$ cat src/hdl/norle_pkg.sv
package norle_pkg;

  // Widths of the stream fields and of the job bookkeeping
  localparam int unsigned ByteBits       = 8;
  localparam int unsigned CountBits      = 20;
  localparam int unsigned CfgBits        = 24;
  localparam int unsigned OutputSizeBits = 24;
  localparam int unsigned ApbDataBits    = 32;
  localparam int unsigned ApbAddrBits    = 3;

  // Token queue between parser and executor
  localparam int unsigned QueueDepth     = 2;
  localparam int unsigned QueuePtrBits   = $clog2(QueueDepth);
  localparam int unsigned QueueCntBits   = $clog2(QueueDepth + 1);

  // Register index of output_size
  localparam logic RegOutputSize = 1'b0;

  // Opcode high nibble: family in bits 3:2, count size in bits 1:0
  localparam logic [1:0] FamLiteral = 2'd0;
  localparam logic [1:0] FamBad     = 2'd1;
  localparam logic [1:0] FamRepeat  = 2'd2;
  localparam logic [1:0] FamZero    = 2'd3;
  localparam logic [1:0] SizeBad    = 2'd3;

  typedef enum logic [1:0] {
    STATUS_COMPLETE = 2'd0,
    STATUS_SHORT    = 2'd1,
    STATUS_TRUNC    = 2'd2,
    STATUS_BAD      = 2'd3
  } status_e;

  typedef enum logic [1:0] {
    TOK_NONE = 2'd0,
    TOK_RUN  = 2'd1,
    TOK_LIT  = 2'd2,
    TOK_BAD  = 2'd3
  } tok_kind_e;

  // Parser phase, one-hot
  typedef enum logic [3:0] {
    PH_OPCODE  = 4'b0001,
    PH_OPERAND = 4'b0010,
    PH_LITERAL = 4'b0100,
    PH_BAD     = 4'b1000
  } phase_e;

  // One classified input item, as handed from parser to executor
  typedef struct packed {
    tok_kind_e              kind;
    logic                   is_literal;  // run header of a literal block
    logic [ByteBits-1:0]    value;
    logic [CountBits-1:0]   count;
    logic                   last;
    logic                   in_operand;  // parser still inside operand bytes
  } token_t;

endpackage

$ cat src/hdl/norle_front.sv
module norle_front (
  input  logic                          clk_i,
  input  logic                          rst_ni,
  input  logic [norle_pkg::ByteBits-1:0] raw_byte_i,
  input  logic                          last_byte_i,
  input  logic                          take_i,
  output norle_pkg::token_t             tok_o
);

  norle_pkg::phase_e                     phase_q, phase_d;
  logic [3:0]                            op_q, op_d;
  logic [1:0]                            opl_q, opl_d;
  logic [norle_pkg::ByteBits-1:0]        fill_q, fill_d;
  logic [norle_pkg::CountBits-1:0]       acc_q, acc_d;
  logic [norle_pkg::CountBits-1:0]       lit_q, lit_d;
  logic                                  complete;
  logic [1:0]                            fam_in, size_in, fam_q, size_q, fam_d;
  norle_pkg::token_t                     tok;

  assign fam_in  = raw_byte_i[7:6];
  assign size_in = raw_byte_i[5:4];
  assign fam_q   = op_q[3:2];
  assign size_q  = op_q[1:0];
  assign fam_d   = op_d[3:2];

  // Syntactic parse of the byte stream; output budget is the executor's job
  always_comb begin
    phase_d  = phase_q;
    op_d     = op_q;
    opl_d    = opl_q;
    fill_d   = fill_q;
    acc_d    = acc_q;
    lit_d    = lit_q;
    complete = 1'b0;
    tok      = '0;
    tok.kind = norle_pkg::TOK_NONE;
    tok.last = last_byte_i;

    unique case (phase_q)
      norle_pkg::PH_OPCODE: begin
        op_d  = raw_byte_i[7:4];
        acc_d = norle_pkg::CountBits'(raw_byte_i[3:0]);
        if (size_in == norle_pkg::SizeBad || fam_in == norle_pkg::FamBad) begin
          phase_d  = norle_pkg::PH_BAD;
          tok.kind = norle_pkg::TOK_BAD;
        end else begin
          opl_d = size_in + {1'b0, (fam_in == norle_pkg::FamRepeat)};
          if (opl_d == 2'd0) begin
            complete = 1'b1;
          end else begin
            phase_d = norle_pkg::PH_OPERAND;
          end
        end
      end
      norle_pkg::PH_OPERAND: begin
        // repeat opcodes carry the fill byte ahead of the count bytes
        if (fam_q == norle_pkg::FamRepeat && opl_q == size_q + 2'd1) begin
          fill_d = raw_byte_i;
        end else begin
          acc_d = {acc_q[norle_pkg::CountBits-norle_pkg::ByteBits-1:0], raw_byte_i};
        end
        opl_d = opl_q - 2'd1;
        if (opl_d == 2'd0) begin
          complete = 1'b1;
        end
      end
      norle_pkg::PH_LITERAL: begin
        tok.kind  = norle_pkg::TOK_LIT;
        tok.value = raw_byte_i;
        tok.count = norle_pkg::CountBits'(1);
        lit_d     = lit_q - norle_pkg::CountBits'(1);
        if (lit_d == '0) begin
          phase_d = norle_pkg::PH_OPCODE;
        end
      end
      norle_pkg::PH_BAD: begin
      end
      default: begin
      end
    endcase

    // Instruction fully known: hand over the run
    if (complete) begin
      tok.kind       = norle_pkg::TOK_RUN;
      tok.count      = acc_d;
      tok.is_literal = (fam_d == norle_pkg::FamLiteral);
      tok.value      = (fam_d == norle_pkg::FamRepeat) ? fill_d : '0;
      if (fam_d == norle_pkg::FamLiteral && acc_d != '0) begin
        lit_d   = acc_d;
        phase_d = norle_pkg::PH_LITERAL;
      end else begin
        phase_d = norle_pkg::PH_OPCODE;
      end
    end

    tok.in_operand = (phase_d == norle_pkg::PH_OPERAND);

    // a new job starts after the last byte
    if (last_byte_i) begin
      phase_d = norle_pkg::PH_OPCODE;
    end
  end

  assign tok_o = tok;

  always_ff @(posedge clk_i or negedge rst_ni) begin
    if (!rst_ni) begin
      phase_q <= norle_pkg::PH_OPCODE;
    end else if (take_i) begin
      phase_q <= phase_d;
    end
  end

  always_ff @(posedge clk_i) begin
    if (take_i) begin
      op_q   <= op_d;
      opl_q  <= opl_d;
      fill_q <= fill_d;
      acc_q  <= acc_d;
      lit_q  <= lit_d;
    end
  end

endmodule

$ cat src/hdl/norle_queue.sv
module norle_queue (
  input  logic              clk_i,
  input  logic              rst_ni,
  input  logic              push_i,
  input  norle_pkg::token_t tok_i,
  output logic              full_o,
  input  logic              pop_i,
  output logic              head_valid_o,
  output norle_pkg::token_t head_o
);

  norle_pkg::token_t                   mem_q [norle_pkg::QueueDepth];
  logic [norle_pkg::QueuePtrBits-1:0]  wr_ptr_q, rd_ptr_q;
  logic [norle_pkg::QueueCntBits-1:0]  count_q, count_d;

  assign full_o       = (count_q == norle_pkg::QueueCntBits'(norle_pkg::QueueDepth));
  assign head_valid_o = (count_q != '0);
  assign head_o       = mem_q[rd_ptr_q];
  assign count_d      = count_q + norle_pkg::QueueCntBits'(push_i)
                                - norle_pkg::QueueCntBits'(pop_i);

  // pointers and fill level
  always_ff @(posedge clk_i or negedge rst_ni) begin
    if (!rst_ni) begin
      wr_ptr_q <= '0;
      rd_ptr_q <= '0;
      count_q  <= '0;
    end else begin
      if (push_i) begin
        wr_ptr_q <= wr_ptr_q + norle_pkg::QueuePtrBits'(1);
      end
      if (pop_i) begin
        rd_ptr_q <= rd_ptr_q + norle_pkg::QueuePtrBits'(1);
      end
      count_q <= count_d;
    end
  end

  // token storage
  always_ff @(posedge clk_i) begin
    if (push_i) begin
      mem_q[wr_ptr_q] <= tok_i;
    end
  end

endmodule

$ cat src/hdl/norle_back.sv
module norle_back (
  input  logic                                 clk_i,
  input  logic                                 rst_ni,
  input  logic [norle_pkg::CfgBits-1:0]        output_size_i,
  input  logic                                 head_valid_i,
  input  norle_pkg::token_t                    head_i,
  output logic                                 pop_o,
  input  logic                                 out_ready_i,
  output logic                                 out_valid_o,
  output logic [norle_pkg::ByteBits-1:0]       run_value_o,
  output logic [norle_pkg::CountBits-1:0]      run_length_o,
  output logic                                 end_of_job_o,
  output logic [1:0]                           status_o
);

  logic                                    start_q;
  logic                                    fin_q, fin_cur, fin_d;
  norle_pkg::status_e                      fstat_q, fstat_cur, fstat_d, status_d;
  logic [norle_pkg::OutputSizeBits-1:0]    left_q, left_cur, left_d, count_ext;
  logic                                    emit_run, emit, load_ok, proc;
  logic [norle_pkg::ByteBits-1:0]          val_d;
  logic [norle_pkg::CountBits-1:0]         len_d;

  logic                                    out_valid_q;
  logic [norle_pkg::ByteBits-1:0]          value_q;
  logic [norle_pkg::CountBits-1:0]         length_q;
  logic                                    eoj_q;
  norle_pkg::status_e                      status_q;

  // First item of a job samples the output size
  assign left_cur  = start_q ? norle_pkg::OutputSizeBits'(output_size_i) : left_q;
  assign fin_cur   = start_q ? (left_cur == '0) : fin_q;
  assign fstat_cur = start_q ? norle_pkg::STATUS_COMPLETE : fstat_q;
  assign count_ext = norle_pkg::OutputSizeBits'(head_i.count);

  // Budget check and run emission
  always_comb begin
    fin_d    = fin_cur;
    fstat_d  = fstat_cur;
    left_d   = left_cur;
    emit_run = 1'b0;
    val_d    = '0;
    len_d    = '0;
    if (!fin_cur) begin
      case (head_i.kind)
        norle_pkg::TOK_RUN: begin
          if (count_ext > left_cur) begin
            fin_d   = 1'b1;
            fstat_d = norle_pkg::STATUS_SHORT;
          end else if (!head_i.is_literal) begin
            left_d = left_cur - count_ext;
            if (left_d == '0) begin
              fin_d   = 1'b1;
              fstat_d = norle_pkg::STATUS_COMPLETE;
            end
            if (head_i.count != '0) begin
              emit_run = 1'b1;
              val_d    = head_i.value;
              len_d    = head_i.count;
            end
          end
        end
        norle_pkg::TOK_LIT: begin
          emit_run = 1'b1;
          val_d    = head_i.value;
          len_d    = head_i.count;
          left_d   = left_cur - norle_pkg::OutputSizeBits'(1);
          if (left_d == '0) begin
            fin_d   = 1'b1;
            fstat_d = norle_pkg::STATUS_COMPLETE;
          end
        end
        norle_pkg::TOK_BAD: begin
          fin_d   = 1'b1;
          fstat_d = norle_pkg::STATUS_BAD;
        end
        default: begin
        end
      endcase
    end

    // status at the end of the job
    if (!head_i.last) begin
      status_d = norle_pkg::STATUS_COMPLETE;
    end else if (fin_d) begin
      status_d = fstat_d;
    end else if (head_i.in_operand) begin
      status_d = norle_pkg::STATUS_SHORT;
    end else begin
      status_d = norle_pkg::STATUS_TRUNC;
    end
  end

  assign emit    = emit_run | head_i.last;
  assign load_ok = !out_valid_q || out_ready_i;
  assign proc    = head_valid_i && (!emit || load_ok);
  assign pop_o   = proc;

  // job bookkeeping
  always_ff @(posedge clk_i or negedge rst_ni) begin
    if (!rst_ni) begin
      start_q <= 1'b1;
      fin_q   <= 1'b0;
      fstat_q <= norle_pkg::STATUS_COMPLETE;
      left_q  <= '0;
    end else if (proc) begin
      start_q <= head_i.last;
      fin_q   <= fin_d;
      fstat_q <= fstat_d;
      left_q  <= left_d;
    end
  end

  // output register
  always_ff @(posedge clk_i or negedge rst_ni) begin
    if (!rst_ni) begin
      out_valid_q <= 1'b0;
    end else if (proc && emit) begin
      out_valid_q <= 1'b1;
    end else if (out_ready_i) begin
      out_valid_q <= 1'b0;
    end
  end

  always_ff @(posedge clk_i) begin
    if (proc && emit) begin
      value_q  <= val_d;
      length_q <= len_d;
      eoj_q    <= head_i.last;
      status_q <= status_d;
    end
  end

  assign out_valid_o  = out_valid_q;
  assign run_value_o  = value_q;
  assign run_length_o = length_q;
  assign end_of_job_o = eoj_q;
  assign status_o     = status_q;

endmodule

$ cat src/hdl/nibble_opcode_rle_decoder.sv
// Run-length decoder for a nibble-opcode byte stream. One compressed byte is
// taken per cycle on in_valid_i/in_ready_o while the queue is not full; a
// parser classifies each byte (opcode, operand, literal) and passes one item
// into a two-entry queue, and an executor retires one queued item per cycle
// against the remaining output budget, so the sustained rate is one byte per
// cycle while the result side keeps up. A byte that produces a result is
// written into the queue and, once the executor takes it, loads the output
// register. Each result carries run_value and run_length
// (1 for a literal byte, 0 for a bare status); the last byte of a job always
// gives one result with end_of_job set and status 0 complete, 1 stopped short,
// 2 truncated or 3 unknown opcode. output_size (APB, address 0) is sampled by
// the first byte of each job and must only be written while the block is idle.
module nibble_opcode_rle_decoder (
  input  logic                                 clk_i,
  input  logic                                 rst_ni,
  // APB configuration
  input  logic                                 psel,
  input  logic                                 penable,
  input  logic                                 pwrite,
  input  logic [norle_pkg::ApbAddrBits-1:0]    paddr,
  input  logic [norle_pkg::ApbDataBits-1:0]    pwdata,
  output logic [norle_pkg::ApbDataBits-1:0]    prdata,
  output logic                                 pready,
  // compressed stream
  input  logic                                 in_valid_i,
  output logic                                 in_ready_o,
  input  logic [norle_pkg::ByteBits-1:0]       raw_byte_i,
  input  logic                                 last_byte_i,
  // runs
  output logic                                 out_valid_o,
  input  logic                                 out_ready_i,
  output logic [norle_pkg::ByteBits-1:0]       run_value_o,
  output logic [norle_pkg::CountBits-1:0]      run_length_o,
  output logic                                 end_of_job_o,
  output logic [1:0]                           status_o
);

  logic [norle_pkg::CfgBits-1:0] output_size_q;
  logic                          cfg_sel, cfg_wr;
  logic                          push, full, pop, head_valid;
  norle_pkg::token_t             tok, head;

  // Register file
  assign pready  = 1'b1;
  assign cfg_sel = (paddr[norle_pkg::ApbAddrBits-1] == norle_pkg::RegOutputSize);
  assign cfg_wr  = psel && penable && pwrite && pready && cfg_sel;
  assign prdata  = cfg_sel ? norle_pkg::ApbDataBits'(output_size_q) : '0;

  always_ff @(posedge clk_i or negedge rst_ni) begin
    if (!rst_ni) begin
      output_size_q <= '0;
    end else if (cfg_wr) begin
      output_size_q <= pwdata[norle_pkg::CfgBits-1:0];
    end
  end

  // Front end
  assign in_ready_o = !full;
  assign push       = in_valid_i && in_ready_o;

  norle_front u_front (
    .clk_i       (clk_i),
    .rst_ni      (rst_ni),
    .raw_byte_i  (raw_byte_i),
    .last_byte_i (last_byte_i),
    .take_i      (push),
    .tok_o       (tok)
  );

  norle_queue u_queue (
    .clk_i        (clk_i),
    .rst_ni       (rst_ni),
    .push_i       (push),
    .tok_i        (tok),
    .full_o       (full),
    .pop_i        (pop),
    .head_valid_o (head_valid),
    .head_o       (head)
  );

  // Back end
  norle_back u_back (
    .clk_i         (clk_i),
    .rst_ni        (rst_ni),
    .output_size_i (output_size_q),
    .head_valid_i  (head_valid),
    .head_i        (head),
    .pop_o         (pop),
    .out_ready_i   (out_ready_i),
    .out_valid_o   (out_valid_o),
    .run_value_o   (run_value_o),
    .run_length_o  (run_length_o),
    .end_of_job_o  (end_of_job_o),
    .status_o      (status_o)
  );

  // Status only accompanies the final item of a job
  assert property (@(posedge clk_i) disable iff (!rst_ni)
    out_valid_o && !end_of_job_o |-> status_o == norle_pkg::STATUS_COMPLETE)
    else $error("status set on a result that does not end the job");

  // Only the final item of a job may be a bare status
  assert property (@(posedge clk_i) disable iff (!rst_ni)
    out_valid_o && !end_of_job_o |-> run_length_o != '0)
    else $error("zero-length run emitted mid-job");

  // A job that stopped short or hit a bad opcode never ends with a run
  assert property (@(posedge clk_i) disable iff (!rst_ni)
    out_valid_o && end_of_job_o &&
    (status_o == norle_pkg::STATUS_SHORT || status_o == norle_pkg::STATUS_BAD)
    |-> run_length_o == '0)
    else $error("run emitted together with an abort status");

  // The queue never takes an item while full
  assert property (@(posedge clk_i) disable iff (!rst_ni)
    full |-> !push)
    else $error("push into a full token queue");

endmodule

$ cat config.mk
export PLATFORM = sky130hd
export DESIGN_NAME = nibble_opcode_rle_decoder
export DESIGN_NICKNAME = d
export VERILOG_FILES = /design/src/hdl/norle_pkg.sv /design/src/hdl/norle_front.sv /design/src/hdl/norle_queue.sv /design/src/hdl/norle_back.sv /design/src/hdl/nibble_opcode_rle_decoder.sv
export SDC_FILE = /design/constraint.sdc
export NUM_CORES = 1
export LEC_CHECK = 0
export BUFFER_PORTS_ARGS = -buffer_cell sky130_fd_sc_hd__buf_2
export CAP_MARGIN = 20
export CORE_MARGIN = 3
export CORE_UTILIZATION = 56
export CTS_CLUSTER_DIAMETER = 30
export DETAILED_ROUTE_END_ITERATION = 12
export PLACE_DENSITY = 0.76
export SLEW_MARGIN = 20
export SYNTH_ARGS = -nofsm -noshare
export SYNTH_HDL_FRONTEND = slang
export SYNTH_SLANG_ARGS = --single-unit
$ cat constraint.sdc
create_clock -name clk_i -period 12.2 [get_ports clk_i]
set_input_delay 1.83 -clock clk_i [delete_from_list [all_inputs] [get_ports clk_i]]
set_output_delay 1.83 -clock clk_i [all_outputs]
set_load 0.02 [all_outputs]
; ---- Yosys cells after proc, flatten, opt, wreduce, memory -nomap -nowiden
; Memory sizes are Yosys's and may differ from the RTL's.
; Index checks and enable logic that the tools add are counted.
[word_totals]
regBits = 146
output_inout_bits = 66
mem_bits_rw = 66
n_memories = 1
in_bits = 51
word_cells = 142
[op_classes]
n_reduce_logical = 28
magnitude_cmp = 1
add_sub_neg = 10
n_bitwise = 2
eq_ne = 15
mux = 65
[mem_list]
columns = memory, depth, word_bits, read_ports, rd_ports_with_merged_regs, write_ports, line
row1 = u_queue.mem_q, 2, 33, 1, 0, 1, norle_queue.sv:12  ; norle_pkg::token_t mem_q [norle_pkg::QueueDepth];
[op_table]
columns = cell, count
row1 = 20-bit two-way mux, 7
row2 = 24-bit two-way mux, 5
row3 = 20-bit one-hot mux with 2 select lines, 2
row4 = 24-bit zero test, 3
row5 = 8-bit two-way mux, 6
row6 = 24-bit one-hot mux with 2 select lines, 1
row7 = 20-bit nonzero test, 2
row8 = 31-bit two-way mux, 1
row9 = 28-bit two-way mux, 1
row10 = 20-bit by 24-bit greater-than comparator with 1-bit output, 1
row11 = 4-bit two-way mux, 6
row12 = 24-bit by 1-bit subtractor with 24-bit output (second input constant), 1
row13 = 24-bit by 20-bit subtractor with 24-bit output, 1
row14 = 20-bit zero test, 1
row15 = 2-bit two-way mux, 10
row16 = 20-bit by 1-bit subtractor with 20-bit output (second input constant), 1
row17 = 1-bit two-way mux, 17
row18 = 8-bit one-hot mux with 2 select lines, 1
row19 = 2-bit == test (second input constant), 7
row20 = 4-bit by 2-bit == test with 1-bit output (second input constant), 2
row21 = 1-bit logical AND, 8
row22 = 2-bit one-hot mux with 2 select lines, 2
row23 = 4-bit one-hot mux with 2 select lines, 1
row24 = 2-bit zero test, 3
row25 = 21 further kinds, 31

; ---- Longest topological paths before layout
; Gate-level depths: netlist of run 1.
; An unclocked memory read counts as a cell.
[logic_depth]
ltp_word = 13
mapped_depth = 25
ltp_nobuf = 17

; ---- Modules after synthesis
; A second synthesis of run 1 with hierarchy kept.
[hier_totals]
cells_unflattened = 1256
hier_area_um2 = 13430.4
[modules_own_cells]
columns = module, n_inst, area_per_inst_um2, cells_each, seq_area_each_um2
row1 = norle_back, 1, 5825.6, 701, 1657.8
row2 = norle_front, 1, 3634.7, 347, 1722.9
row3 = norle_queue, 1, 2732.6, 118, 2082.0
row4 = nibble_opcode_rle_decoder, 1, 1237.4, 90, 600.6

; ---- Least setup slack after synthesis of run 1
; No wires, ideal clock.
[synth_timing]
kind = register to register
start = register u_back.start_q
end = register u_back.eoj_q, in the netlist u_back.end_of_job_o, enable pin
setup_slack_ps = 6765
path_stages_with_launch = 20
period_less_slack_ps = 5435
required_ps = 11809
n_path_buf = 7
setup_ps = 391
arrival_ps = 5044
cell_sequence = dfstp_2 buf_6 buf_6 buf_6 buf_4 buf_2 buf_1 mux2i_1 ha_1 fa_1 nor2b_1 o31a_1 o2111ai_1 a41oi_1 and2_1 clkbuf_1 o21ai_2 o21ai_2 a21oi_4 and2_1
[synth_via]
elab_chain_cells = 10
word_cells_on_any_way = 12
cone_classes = order compare (1) / mux (5) / bitwise (1) / reduce/logical (5)
[synth_lines]
columns = item, line
row1 = "start, declared", norle_back.sv:16  ; logic start_q;
row2 = "start signal, assigned", norle_back.sv:107  ; start_q <= head_i.last;
row3 = 24-bit two-way mux, norle_back.sv:31  ; assign left_cur = start_q ? norle_pkg::OutputSizeBits'(output_size_i) : left_q;
row4 = 20-bit by 24-bit greater-than comparator with 1-bit output, norle_back.sv:47  ; if (count_ext > left_cur) begin
row5 = 1-bit two-way mux, norle_back.sv:47
row6 = 1-bit one-hot mux with 2 select lines, norle_back.sv:45  ; case (head_i.kind)
row7 = 1-bit two-way mux (*), norle_back.sv:44  ; if (!fin_cur) begin
row8 = 1-bit OR (*), norle_back.sv:94  ; assign emit = emit_run | head_i.last;
row9 = 1-bit zero test, norle_back.sv:96  ; assign proc = head_valid_i && (!emit || load_ok);
row10 = 1-bit logical OR, norle_back.sv:96
row11 = 1-bit logical AND, norle_back.sv:96
row12 = 1-bit logical AND (*), norle_back.sv:126  ; if (proc && emit) begin
row13 = "end signal, assigned", norle_back.sv:129  ; eoj_q <= head_i.last;
row14 = "end, declared", norle_back.sv:27  ; logic eoj_q;
; Mark *: on every way between the ends. The rest lies on a longest branch, timed or not.
; A chain may end at the register's enable or synchronous reset.

; ---- Worst setup path in the final report of run 1
[layout_timing]
start = register u_back.start_q
end = register u_back.length_q (netlist bit u_back.run_length_o[19]), enable pin
[layout_via]
elab_chain_cells = 10
word_cells_on_any_way = 12
cone_classes = order compare (1) / mux (5) / bitwise (1) / reduce/logical (5)
[layout_lines]
columns = item, line
row1 = 24-bit two-way mux, norle_back.sv:31
row2 = 20-bit by 24-bit greater-than comparator with 1-bit output, norle_back.sv:47
row3 = 1-bit two-way mux, norle_back.sv:47
row4 = 1-bit one-hot mux with 2 select lines, norle_back.sv:45
row5 = 1-bit two-way mux (*), norle_back.sv:44
row6 = 1-bit OR (*), norle_back.sv:94
row7 = 1-bit zero test, norle_back.sv:96
row8 = 1-bit logical OR, norle_back.sv:96
row9 = 1-bit logical AND, norle_back.sv:96
row10 = 1-bit logical AND (*), norle_back.sv:126
row11 = "end signal, assigned", norle_back.sv:128  ; length_q <= len_d;
row12 = "end, declared", norle_back.sv:26  ; logic [norle_pkg::CountBits-1:0] length_q;
; Marked as above.

==> results of run 1 <==
## worst paths after layout
check / startpoint / slack, ns / endpoint / cells after the start
worst max-delay path: u_back.start_q$_DFFE_PN1P_ / 5.35 / u_back.run_length_o[19]$_SDFFCE_PP0P_ / 15
worst min-delay path: u_queue.count_q[1]$_DFF_PN0_ / 0.51 / u_queue.count_q[1]$_DFF_PN0_ / 1
worst max register to register: u_back.start_q$_DFFE_PN1P_ / 5.35 / u_back.run_length_o[19]$_SDFFCE_PP0P_ / 15
worst min register to register: u_queue.count_q[1]$_DFF_PN0_ / 0.51 / u_queue.count_q[1]$_DFF_PN0_ / 1
max in group asynchronous: rst_ni / 10.15 / u_queue.rd_ptr_q$_DFFE_PN0P_ / 2
min in group asynchronous: rst_ni / 1.48 / output_size_q[23]$_DFFE_PN0P_ / 2
## synth_stat cells, types with 7 or more instances
cell type  count  share of area
a21o_1         9         0.0052
a21oi_1       79          0.030
a22o_1         8         0.0054
a31oi_1        8         0.0038
and2_1         7         0.0034
and3_1        10         0.0048
buf_2         15         0.0058
buf_4         15         0.0087
clkbuf_1      35          0.010
dfrtp_1       59           0.11
edfxtp_1     151           0.35
ha_1          33          0.032
inv_1         58          0.017
mux2_2        44          0.038
mux2i_1       55          0.042
nand2_1      113          0.033
nand2b_1      23          0.011
nand3_1       25         0.0096
nand4_1       14         0.0067
nor2_1       148          0.043
nor2b_1       32          0.015
nor3_1        44          0.017
nor3b_1        8         0.0046
nor4_1        18         0.0087
nor4b_1        8         0.0054
o211ai_1       7         0.0040
o21a_1        32          0.018
o21ai_0       54          0.021
o22ai_1       15         0.0072
or3_1         11         0.0053
or4_1          7         0.0040
xnor2_1       28          0.019
xor2_1        19          0.013
## flip-flops by register name, indices dropped and copies added, names as in the netlist, 4 cells and up
register,flops
u_front.fill_q,8
u_back.run_value_o,8
u_front.phase_q,4
u_front.acc_q,20
u_queue.mem_q,66
u_front.op_q,4
u_front.lit_q,20
u_back.left_q,24
u_back.run_length_o,20
output_size_q,24
## power breakdown
| part | total [W] | internal [W] | leakage (nW) | switching, W |
|---|---|---|---|---|
| clock network | 0.00112 | 0.000713 | 0.691 | 0.000408 |
| logic | 0.00256 | 0.000896 | 3.28 | 0.00167 |
| registers | 0.00131 | 0.00112 | 2.20 | 0.000192 |
| total | 0.00500 | 0.00273 | 6.17 | 0.00227 |
## cell families after synthesis
kind of cell / count (synthesis)
XOR/XNOR: 47
flip-flops: 212
AND/OR/NAND/NOR: 491
other: 2
AO/OA/AOI/OAI: 294
adder cells (fa/ha/maj): 34
multiplexers: 102
buffers and inverters: 128
## metrics by stage
step	worst slack [ns]	hold slack (ns)	util	total power, W
after floorplan	6.76	0.461	-	0.00315
final	5.35	0.515	0.663	0.00500
after global placement	5.55	0.488	0.601	0.00377
after global routing	4.89	0.536	0.663	0.00532
after detailed placement	5.52	0.493	0.601	0.00381
after CTS	5.47	0.505	0.663	0.00497
## layout make-up
cell class                      instances  share of cell area
Clock inverter                         30              0.0203
Clock buffer                           47              0.0738
Multi-Input combinational cell        977               0.426
Inverter                               58              0.0145
Timing Repair Buffer                  111              0.0392
Sequential cell                       212               0.403
Tap cell                              285              0.0237
## routing by layer
metal,up-vias,global-route usage,routed length [um],share of wire
li1,5020,-,-,-
met1,5119,0.358,14300,0.41
met2,383,0.468,17100,0.49
met3,105,0.0429,2020,0.058
met4,0,0.129,1690,0.048
met5,-,0,0,0
## critical path: stages, from the launching register on
cell and delay, ns:
dfstp_2 0.62, buf_4 0.60, mux2i_1 0.60, inv_1 0.18, ha_1 0.38, nor2b_1 0.18
o31a_1 0.33, o2111ai_1 0.34, a41oi_1 0.51, and2_1 0.50, o21ai_2 0.67, o21ai_2 0.19
a21oi_4 0.18, buf_4 0.46, and2_1 0.30, buf_4 0.39
==> results.tsv, run 1 <==
metric	value	unit
drtIter0Drc	1022	
die_area	25100	um2
layout_common_cells	151 x edfxtp_1, 147 x nor2_1, 113 x nand2_1	
rsz0062_at_grt	no	
place_inst	1643	
power_density	332	nW/um2
cts_root_buffer	clkbuf_16	
crit_type	register to register	
diodes	0	
overflow	0	
holdBufCountCts	0	
placed_cell_area	13600	um2
grt_antenna_before_repair	0	
stdcell_area	15100	um2
synth_edf_count	151	
synth_async_sr_flop_share	0.288	
yosys.area_share.simple	0.188	
cts_tree	yes	
worstSkewPairLatency	0.55	ns
end_kind	register	
wl_per_cell	20.4	um
yosysWarnings	0	
required	12.37	ns
synth-compound-area-share	0.152	
ctsResizeCount	0	
status	completed	
grt_max_degree	63	
clkTransAtPathRegs	0.05	ns
synth.area.mux_share	0.0840	
finalClockSkew	0.0384	ns
dr.pass1.iters	6	
nNetsFinal	1488	
seq_area	6060	um2
period_needed	6.85	ns
ys_types	84	
multi_input_area	6410	um2
gp_congestion	0.941	
io_buffers	97	
relSlewSlack	0.288	
synthAdderAreaFrac	0.0333	
start_kind	register	
leakagePower	6.17	nW
start_util	0.573	
cp.arrival	7.02	ns
io_pins	117	
hold_viol	0	
track_usage	0.279	
rows	55	
tns	0	ns
synthCells	1310	
final_common_cell	edfxtp_1	
dp_hpwl	24.9	mm
coreArea	22700	um2
vdd_drop_max	0.172	mV
drive_above_1_share	0.184	
fillers	1759	
period_share	0.562	
ys_ff_latch	212	
synthXorXnorAreaFrac	0.0316	
synth_top_family_by_area	simple AND/OR/NAND/NOR gates	
drtAntennaViolNets	0	
wl	35.1	mm
dr_total_vias	10627	
cts_inserted_buffers	43	
setup_viol	0	
drcViolationCount	0	
tightest_slew	1.07	ns
ys.flop_type	edfxtp_1	
clock-sinks	212	
grt_pass1_wl	55.0	mm
avgViaCountPerCell	6.18	
synthesis.area	13000	um2
ys_seq_area_frac	0.466	
maxCapViolCount	0	
area_delta_synth_final	15.7	%
grt_pass1_vias	10308	
layoutNonFillerInstCount	1720	
slew_viol_final	0	
die_w	158	um
post_cts_buffers	0	
avgSynthCellArea	9.94	um2
clock.fmax	146	MHz
hp-class	register to register	
path_max_fanout	62	
htree_levels	2	
clk_path_buf_depth	3	
die_y	158	um
(Power assumes the default switching activity.)
==> run 2: changes to the inputs <==
- CORE_UTILIZATION: 56 -> 55
- PLACE_DENSITY: 0.76 -> 0.78
- clock period: 12.2 -> 5.8 ns (I/O delays scaled with it)
==> run 2 against run 1 <==
Effect of this change: sequential share of layout area is 0.55 points lower; non-clock buffer count is 13 higher; via count up 0.52%; sequential power is 110% higher; cell area is 1.4% higher; worst setup slack lost 4.8 ns; clock power up 120%; register-to-register slack got worse by 4.8 ns; die area up 1.7%; first-iteration DRC count is 19% higher; flip-flop and latch count unchanged; critical endpoint is now u_back.status_o[1]$_SDFFCE_PN0P_; largest power group unchanged.
==> results.tsv, run 2 (synthesis results as in run 1) <==
metric	value	unit	change
ctsResizeCount	0		unchanged
nNetsFinal	1501		+0.87%
io_pins	117		unchanged
drtAntennaViolNets	0		unchanged
slew_viol_final	0		unchanged
setup_viol	0		unchanged
clk_path_buf_depth	3		unchanged
gp_congestion	0.969		+3.0%
clkTransAtPathRegs	0.04	ns	about the same
ff2ff_path_depth	13		-2
tns	0	ns	unchanged
worstSkewPairLatency	0.54	ns	about the same
finalClockSkew	0.0260	ns	-0.0124 ns
cp.arrival	5.62	ns	-1.40 ns
holdBufCountCts	0		unchanged
p_total	0.0107	W	+110%
wl	35.2	mm	+0.39%
hold_viol	0		unchanged
area_delta_synth_final	17.3	%	
die_area	25600	um2	+1.7%
drive_above_1_share	0.186		+0.00193
io_buffers	97		unchanged
dr.pass1.iters	6		unchanged
period_share	0.913		+0.351
vdd_drop_max	0.348	mV	+100%
drcViolationCount	0		unchanged
cts_tree	yes		
path_max_fanout	50		-19%
rsz0062_at_grt	no		
die_w	160	um	+0.87%
grt_antenna_before_repair	0		unchanged
layout_common_cells	151 x edfxtp_1, 147 x nor2_1, 113 x nand2_1		
status	completed		
grt_pass1_vias	10496		+1.8%
maxCapViolCount	0		unchanged
coreArea	22900	um2	+0.91%
start_kind	register		
final_common_cell	edfxtp_1		
cts_root_buffer	clkbuf_16		
avgViaCountPerCell	6.07		-1.8%
fillers	1758		-0.057%
track_usage	0.272		-0.00773
grt_max_degree	62		-1.6%
start_util	0.568		-0.00516
rows	55		unchanged
tightest_slew	1.01	ns	-0.0595 ns
leakagePower	6.24	nW	+1.1%
hp-class	register to register		
relSlewSlack	0.328		+0.0396
wl_per_cell	20.0	um	-1.9%
power_density	702	nW/um2	+110%
holdPathStages	1		unchanged
htree_levels	2		unchanged
largest_register	u_queue.mem_q		
die_y	160	um	+0.87%
cts_inserted_buffers	43		unchanged
grt_pass1_wl	56.2	mm	+2.3%
reg_top3	u_queue.mem_q: 66 flops, output_size_q: 24 flops, u_back.left_q: 24 flops		
period_needed	5.29	ns	-1.56 ns
diodes	0		unchanged
crit_type	register to register		
dr_total_vias	10682		+0.52%
post_cts_buffers	0		unchanged
end_kind	register		
clock.fmax	189	MHz	+29%
clock-sinks	212		unchanged
largest_reg_flops	66		unchanged
overflow	0		unchanged
required	6.13	ns	-6.24 ns
dp_hpwl	25.1	mm	+0.84%
drtIter0Drc	1216		+19%
## run 2: cell types whose count changed in the layout (fill, tap and decap cells not counted), sizes merged
cell      change
buf          +13
clkinv       -10
bufinv        +5
clkbuf        +4
clkinvlp      +3
inv           -3
## run 2: layer usage
metal	global-route usage	wire, um
met1	0.376	15000
met2	0.444	16800
met3	0.0423	2410
met4	0.0848	894
met5	0	0
## run 2: final cells by class
class,count,area (um2),area share
clock buffers,51,1120,0.0731
clock inverters,25,340,0.0223
inverters,58,218,0.0143
multi-input cells,977,6410,0.420
flip-flops and latches,212,6060,0.397
well taps,313,392,0.0257
repair buffers,124,726,0.0475
## run 2: path summary, 6_finish.rpt
path | startpoint | endpoint | slack (ns)
worst max-delay path | u_back.start_q$_DFFE_PN1P_ | u_back.status_o[1]$_SDFFCE_PN0P_ | 0.51
worst min-delay path | u_queue.count_q[1]$_DFF_PN0_ | u_queue.count_q[1]$_DFF_PN0_ | 0.50
worst max register to register | u_back.start_q$_DFFE_PN1P_ | u_back.status_o[1]$_SDFFCE_PN0P_ | 0.51
worst min register to register | u_queue.count_q[1]$_DFF_PN0_ | u_queue.count_q[1]$_DFF_PN0_ | 0.50
max in group asynchronous | rst_ni | u_queue.rd_ptr_q$_DFFE_PN0P_ | 4.71
min in group asynchronous | rst_ni | output_size_q[19]$_DFFE_PN0P_ | 0.51
## run 2: through the flow
step,hold slack [ns],instance area (um2),setup slack [ns],cells,util
3_3_place_gp,0.483,13800,0.766,1683,0.602
3_5_place_dp,0.497,13800,0.615,1684,0.603
2_1_floorplan,0.461,13000,0.365,1317,-
5_1_grt,0.507,15300,0.182,1760,0.666
6_report,0.498,15300,0.507,1760,0.666
4_1_cts,0.501,15300,0.595,1760,0.666
## run 2: worst max-delay path: stages (launching register included)
cell	delay, ns
dfstp_2	1.19
buf_4	0.31
mux2_2	0.39
ha_1	0.44
and4_1	0.26
a21boi_0	0.25
o21a_1	0.31
o2111a_1	0.25
a211oi_1	0.09
a2111oi_0	0.42
nand4_1	0.36
and2_1	0.32
and3_1	0.23
a221oi_2	0.27
## run 2: where the power goes
part           total [W]  switching [W]  internal (W)
clock network    0.00249       0.000804       0.00168
registers        0.00276       0.000408       0.00236
logic            0.00546        0.00349       0.00198
==> run 3: changes to the inputs <==
- RECOVER_POWER: not set -> 25
==> run 3 against run 2 <==
Effect of this change: the run now ends with max-capacitance violations, max-slew violations left; count of clock-buffer cells in the layout unchanged; register-to-register slack about the same; global-route usage unchanged; core utilization decreased by 0.077 points; critical endpoint unchanged; largest cell class unchanged; highest routed layer unchanged.
==> results.tsv, run 3 (synthesis results as in run 1) <==
metric	value	unit	change
status	finished with violations		
violations	max-capacitance violations, max-slew violations		
die_w	160	um	unchanged
power_density	702	nW/um2	about the same
area_delta_synth_final	17.1	%	
cts_inserted_buffers	43		unchanged
cp_cell_sequence	buf_4 > mux2_2 > ha_1 > a21oi_1 > o21ai_1 > or4_1 > o21ai_0 > o22ai_1 > nor4b_1 > nand4_1 > and2_1 > and3_1 > a221oi_2		
worstSkewPairLatency	0.54	ns	about the same
placed_cell_area	13800	um2	unchanged
vdd_drop_max	0.338	mV	-2.8%
p_total	0.0107	W	about the same
cts_tree	yes		
avgViaCountPerCell	6.10		+0.55%
cts_root_buffer	clkbuf_16		
leakagePower	6.22	nW	-0.32%
r2r_end	u_back.status_o[1]$_SDFFCE_PN0P_		
die_area	25600	um2	unchanged
hold_viol	0		unchanged
required	6.13	ns	about the same
final_common_cell	edfxtp_1		
setup_viol	0		unchanged
fin_ws	0.494	ns	-0.0126 ns
overflow	0		unchanged
end_kind	register		
start_util	0.568		unchanged
worst_path_max_delay_cell	dfstp_2		
drtIter0Drc	1283		+5.5%
r2r-start	u_back.start_q$_DFFE_PN1P_		
clk_path_buf_depth	3		unchanged
rows	55		unchanged
clkTransAtPathRegs	0.04	ns	about the same
period_needed	5.31	ns	+0.0126 ns
holdPathStages	1		unchanged
cp_top_family	simple AND/OR/NAND/NOR gates		
gp_congestion	0.969		unchanged
reg2reg_slack	0.49	ns	about the same
io_pins	117		unchanged
tns	0	ns	unchanged
nNetsFinal	1501		unchanged
drtAntennaViolNets	0		unchanged
clock.fmax	188	MHz	-0.24%
cp_num_buf_inv	1		unchanged
relSlewSlack	-1.21		-1.53
dp_hpwl	25.1	mm	unchanged
place_inst	1684		unchanged
period_share	0.915		+0.00218
tightest_slew	3.31	ns	+2.30 ns
stdcell_area	15200	um2	-0.11%
hp-class	register to register		
layoutNonFillerInstCount	1760		unchanged
die_y	160	um	unchanged
diodes	0		unchanged
start_kind	register		
post_cts_buffers	0		unchanged
track_usage	0.272		unchanged
grt_pass1_vias	10496		unchanged
grt_pass1_wl	56.2	mm	unchanged
pre_cts_slack	0.615	ns	unchanged
largest_register	u_queue.mem_q		
reg_top3	u_queue.mem_q: 66 flops, output_size_q: 24 flops, u_back.left_q: 24 flops		
drive_above_1_share	0.180		-0.00622
grt_antenna_before_repair	0		unchanged
crit_type	register to register		
cp.arrival	5.64	ns	+0.02 ns
holdBufCountCts	0		unchanged
dr.pass1.iters	9		+3
coreArea	22900	um2	unchanged
ff2ff_path_depth	13		unchanged
finalClockSkew	0.0260	ns	+0.0000389 ns
grt_max_degree	62		unchanged
clock-sinks	212		unchanged
layout_common_cells	151 x edfxtp_1, 147 x nor2_1, 113 x nand2_1		
drcViolationCount	0		unchanged
path_max_fanout	50		unchanged
min_to	u_queue.count_q[1]$_DFF_PN0_		
wl_per_cell	20.0	um	+0.15%
cpPeakStageDelay	1.19	ns	about the same
wl	35.2	mm	+0.15%
maxCapViolCount	3		+3
ctsResizeCount	0		unchanged
largest_reg_flops	66		unchanged
min-delay-start	u_queue.count_q[1]$_DFF_PN0_		
dr_total_vias	10741		+0.55%
rsz0062_at_grt	no		
io_buffers	97		unchanged
slew_viol_final	130		+130
htree_levels	2		unchanged
[run 3: changes by cell type in the layout (fill, tap and decap cells not counted)]
| cell | previous run | this run |
|---|---|---|
| clkbuf_1 | 7 | 14 |
| buf_2 | 97 | 93 |
| buf_4 | 24 | 21 |
| dfrtp_1 | 58 | 59 |
| dfrtp_2 | 1 | 0 |
| inv_1 | 57 | 58 |
| inv_2 | 1 | 0 |
[run 3: worst max path at each step]
stage / end / depth (start not counted) / slack (ns) / start
after global routing: u_back.status_o[1]$_SDFFCE_PN0P_ / 13 / 0.18 / u_back.start_q$_DFFE_PN1P_
after detailed placement: u_back.status_o[1]$_SDFFCE_PN0P_ / 13 / 0.62 / u_back.start_q$_DFFE_PN1P_
final: u_back.status_o[1]$_SDFFCE_PN0P_ / 13 / 0.49 / u_back.start_q$_DFFE_PN1P_
after global placement: u_back.status_o[1]$_SDFFCE_PN0P_ / 13 / 0.77 / u_back.start_q$_DFFE_PN1P_
after CTS: u_back.status_o[1]$_SDFFCE_PN0P_ / 13 / 0.60 / u_back.start_q$_DFFE_PN1P_
after floorplan: u_back.end_of_job_o$_DFFE_PP_ / 19 / 0.36 / u_back.start_q$_DFFE_PN1P_
[run 3: per-stage QoR]
step | util | hold slack, ns
finish | 0.665 | 0.498
global route | 0.665 | 0.507
CTS | 0.666 | 0.501
detailed placement | 0.603 | 0.497
global placement | 0.602 | 0.483
floorplan | - | 0.461
[run 3: where the power goes]
part | switching [W] | internal (W)
Sequential | 0.000406 | 0.00236
Combinational | 0.00349 | 0.00197
Clock | 0.000801 | 0.00168
Total | 0.00469 | 0.00602
[run 3: final cells by class]
cell class	count	area (um2)
fill	1759	7670
multi-input combinational	977	6410
sequential	212	6060
clock buffer	51	1120
timing repair buffer	124	709
tap	313	392
clock inverter	25	340
inverter	58	218
[run 3: metal layers]
| metal | share of wire | global-route usage | vias up |
|---|---|---|---|
| li1 | - | - | 5028 |
| met1 | 0.42 | 0.376 | 5146 |
| met2 | 0.48 | 0.444 | 499 |
| met3 | 0.074 | 0.0423 | 68 |
| met4 | 0.024 | 0.0848 | 0 |
| met5 | 0 | 0 | - |
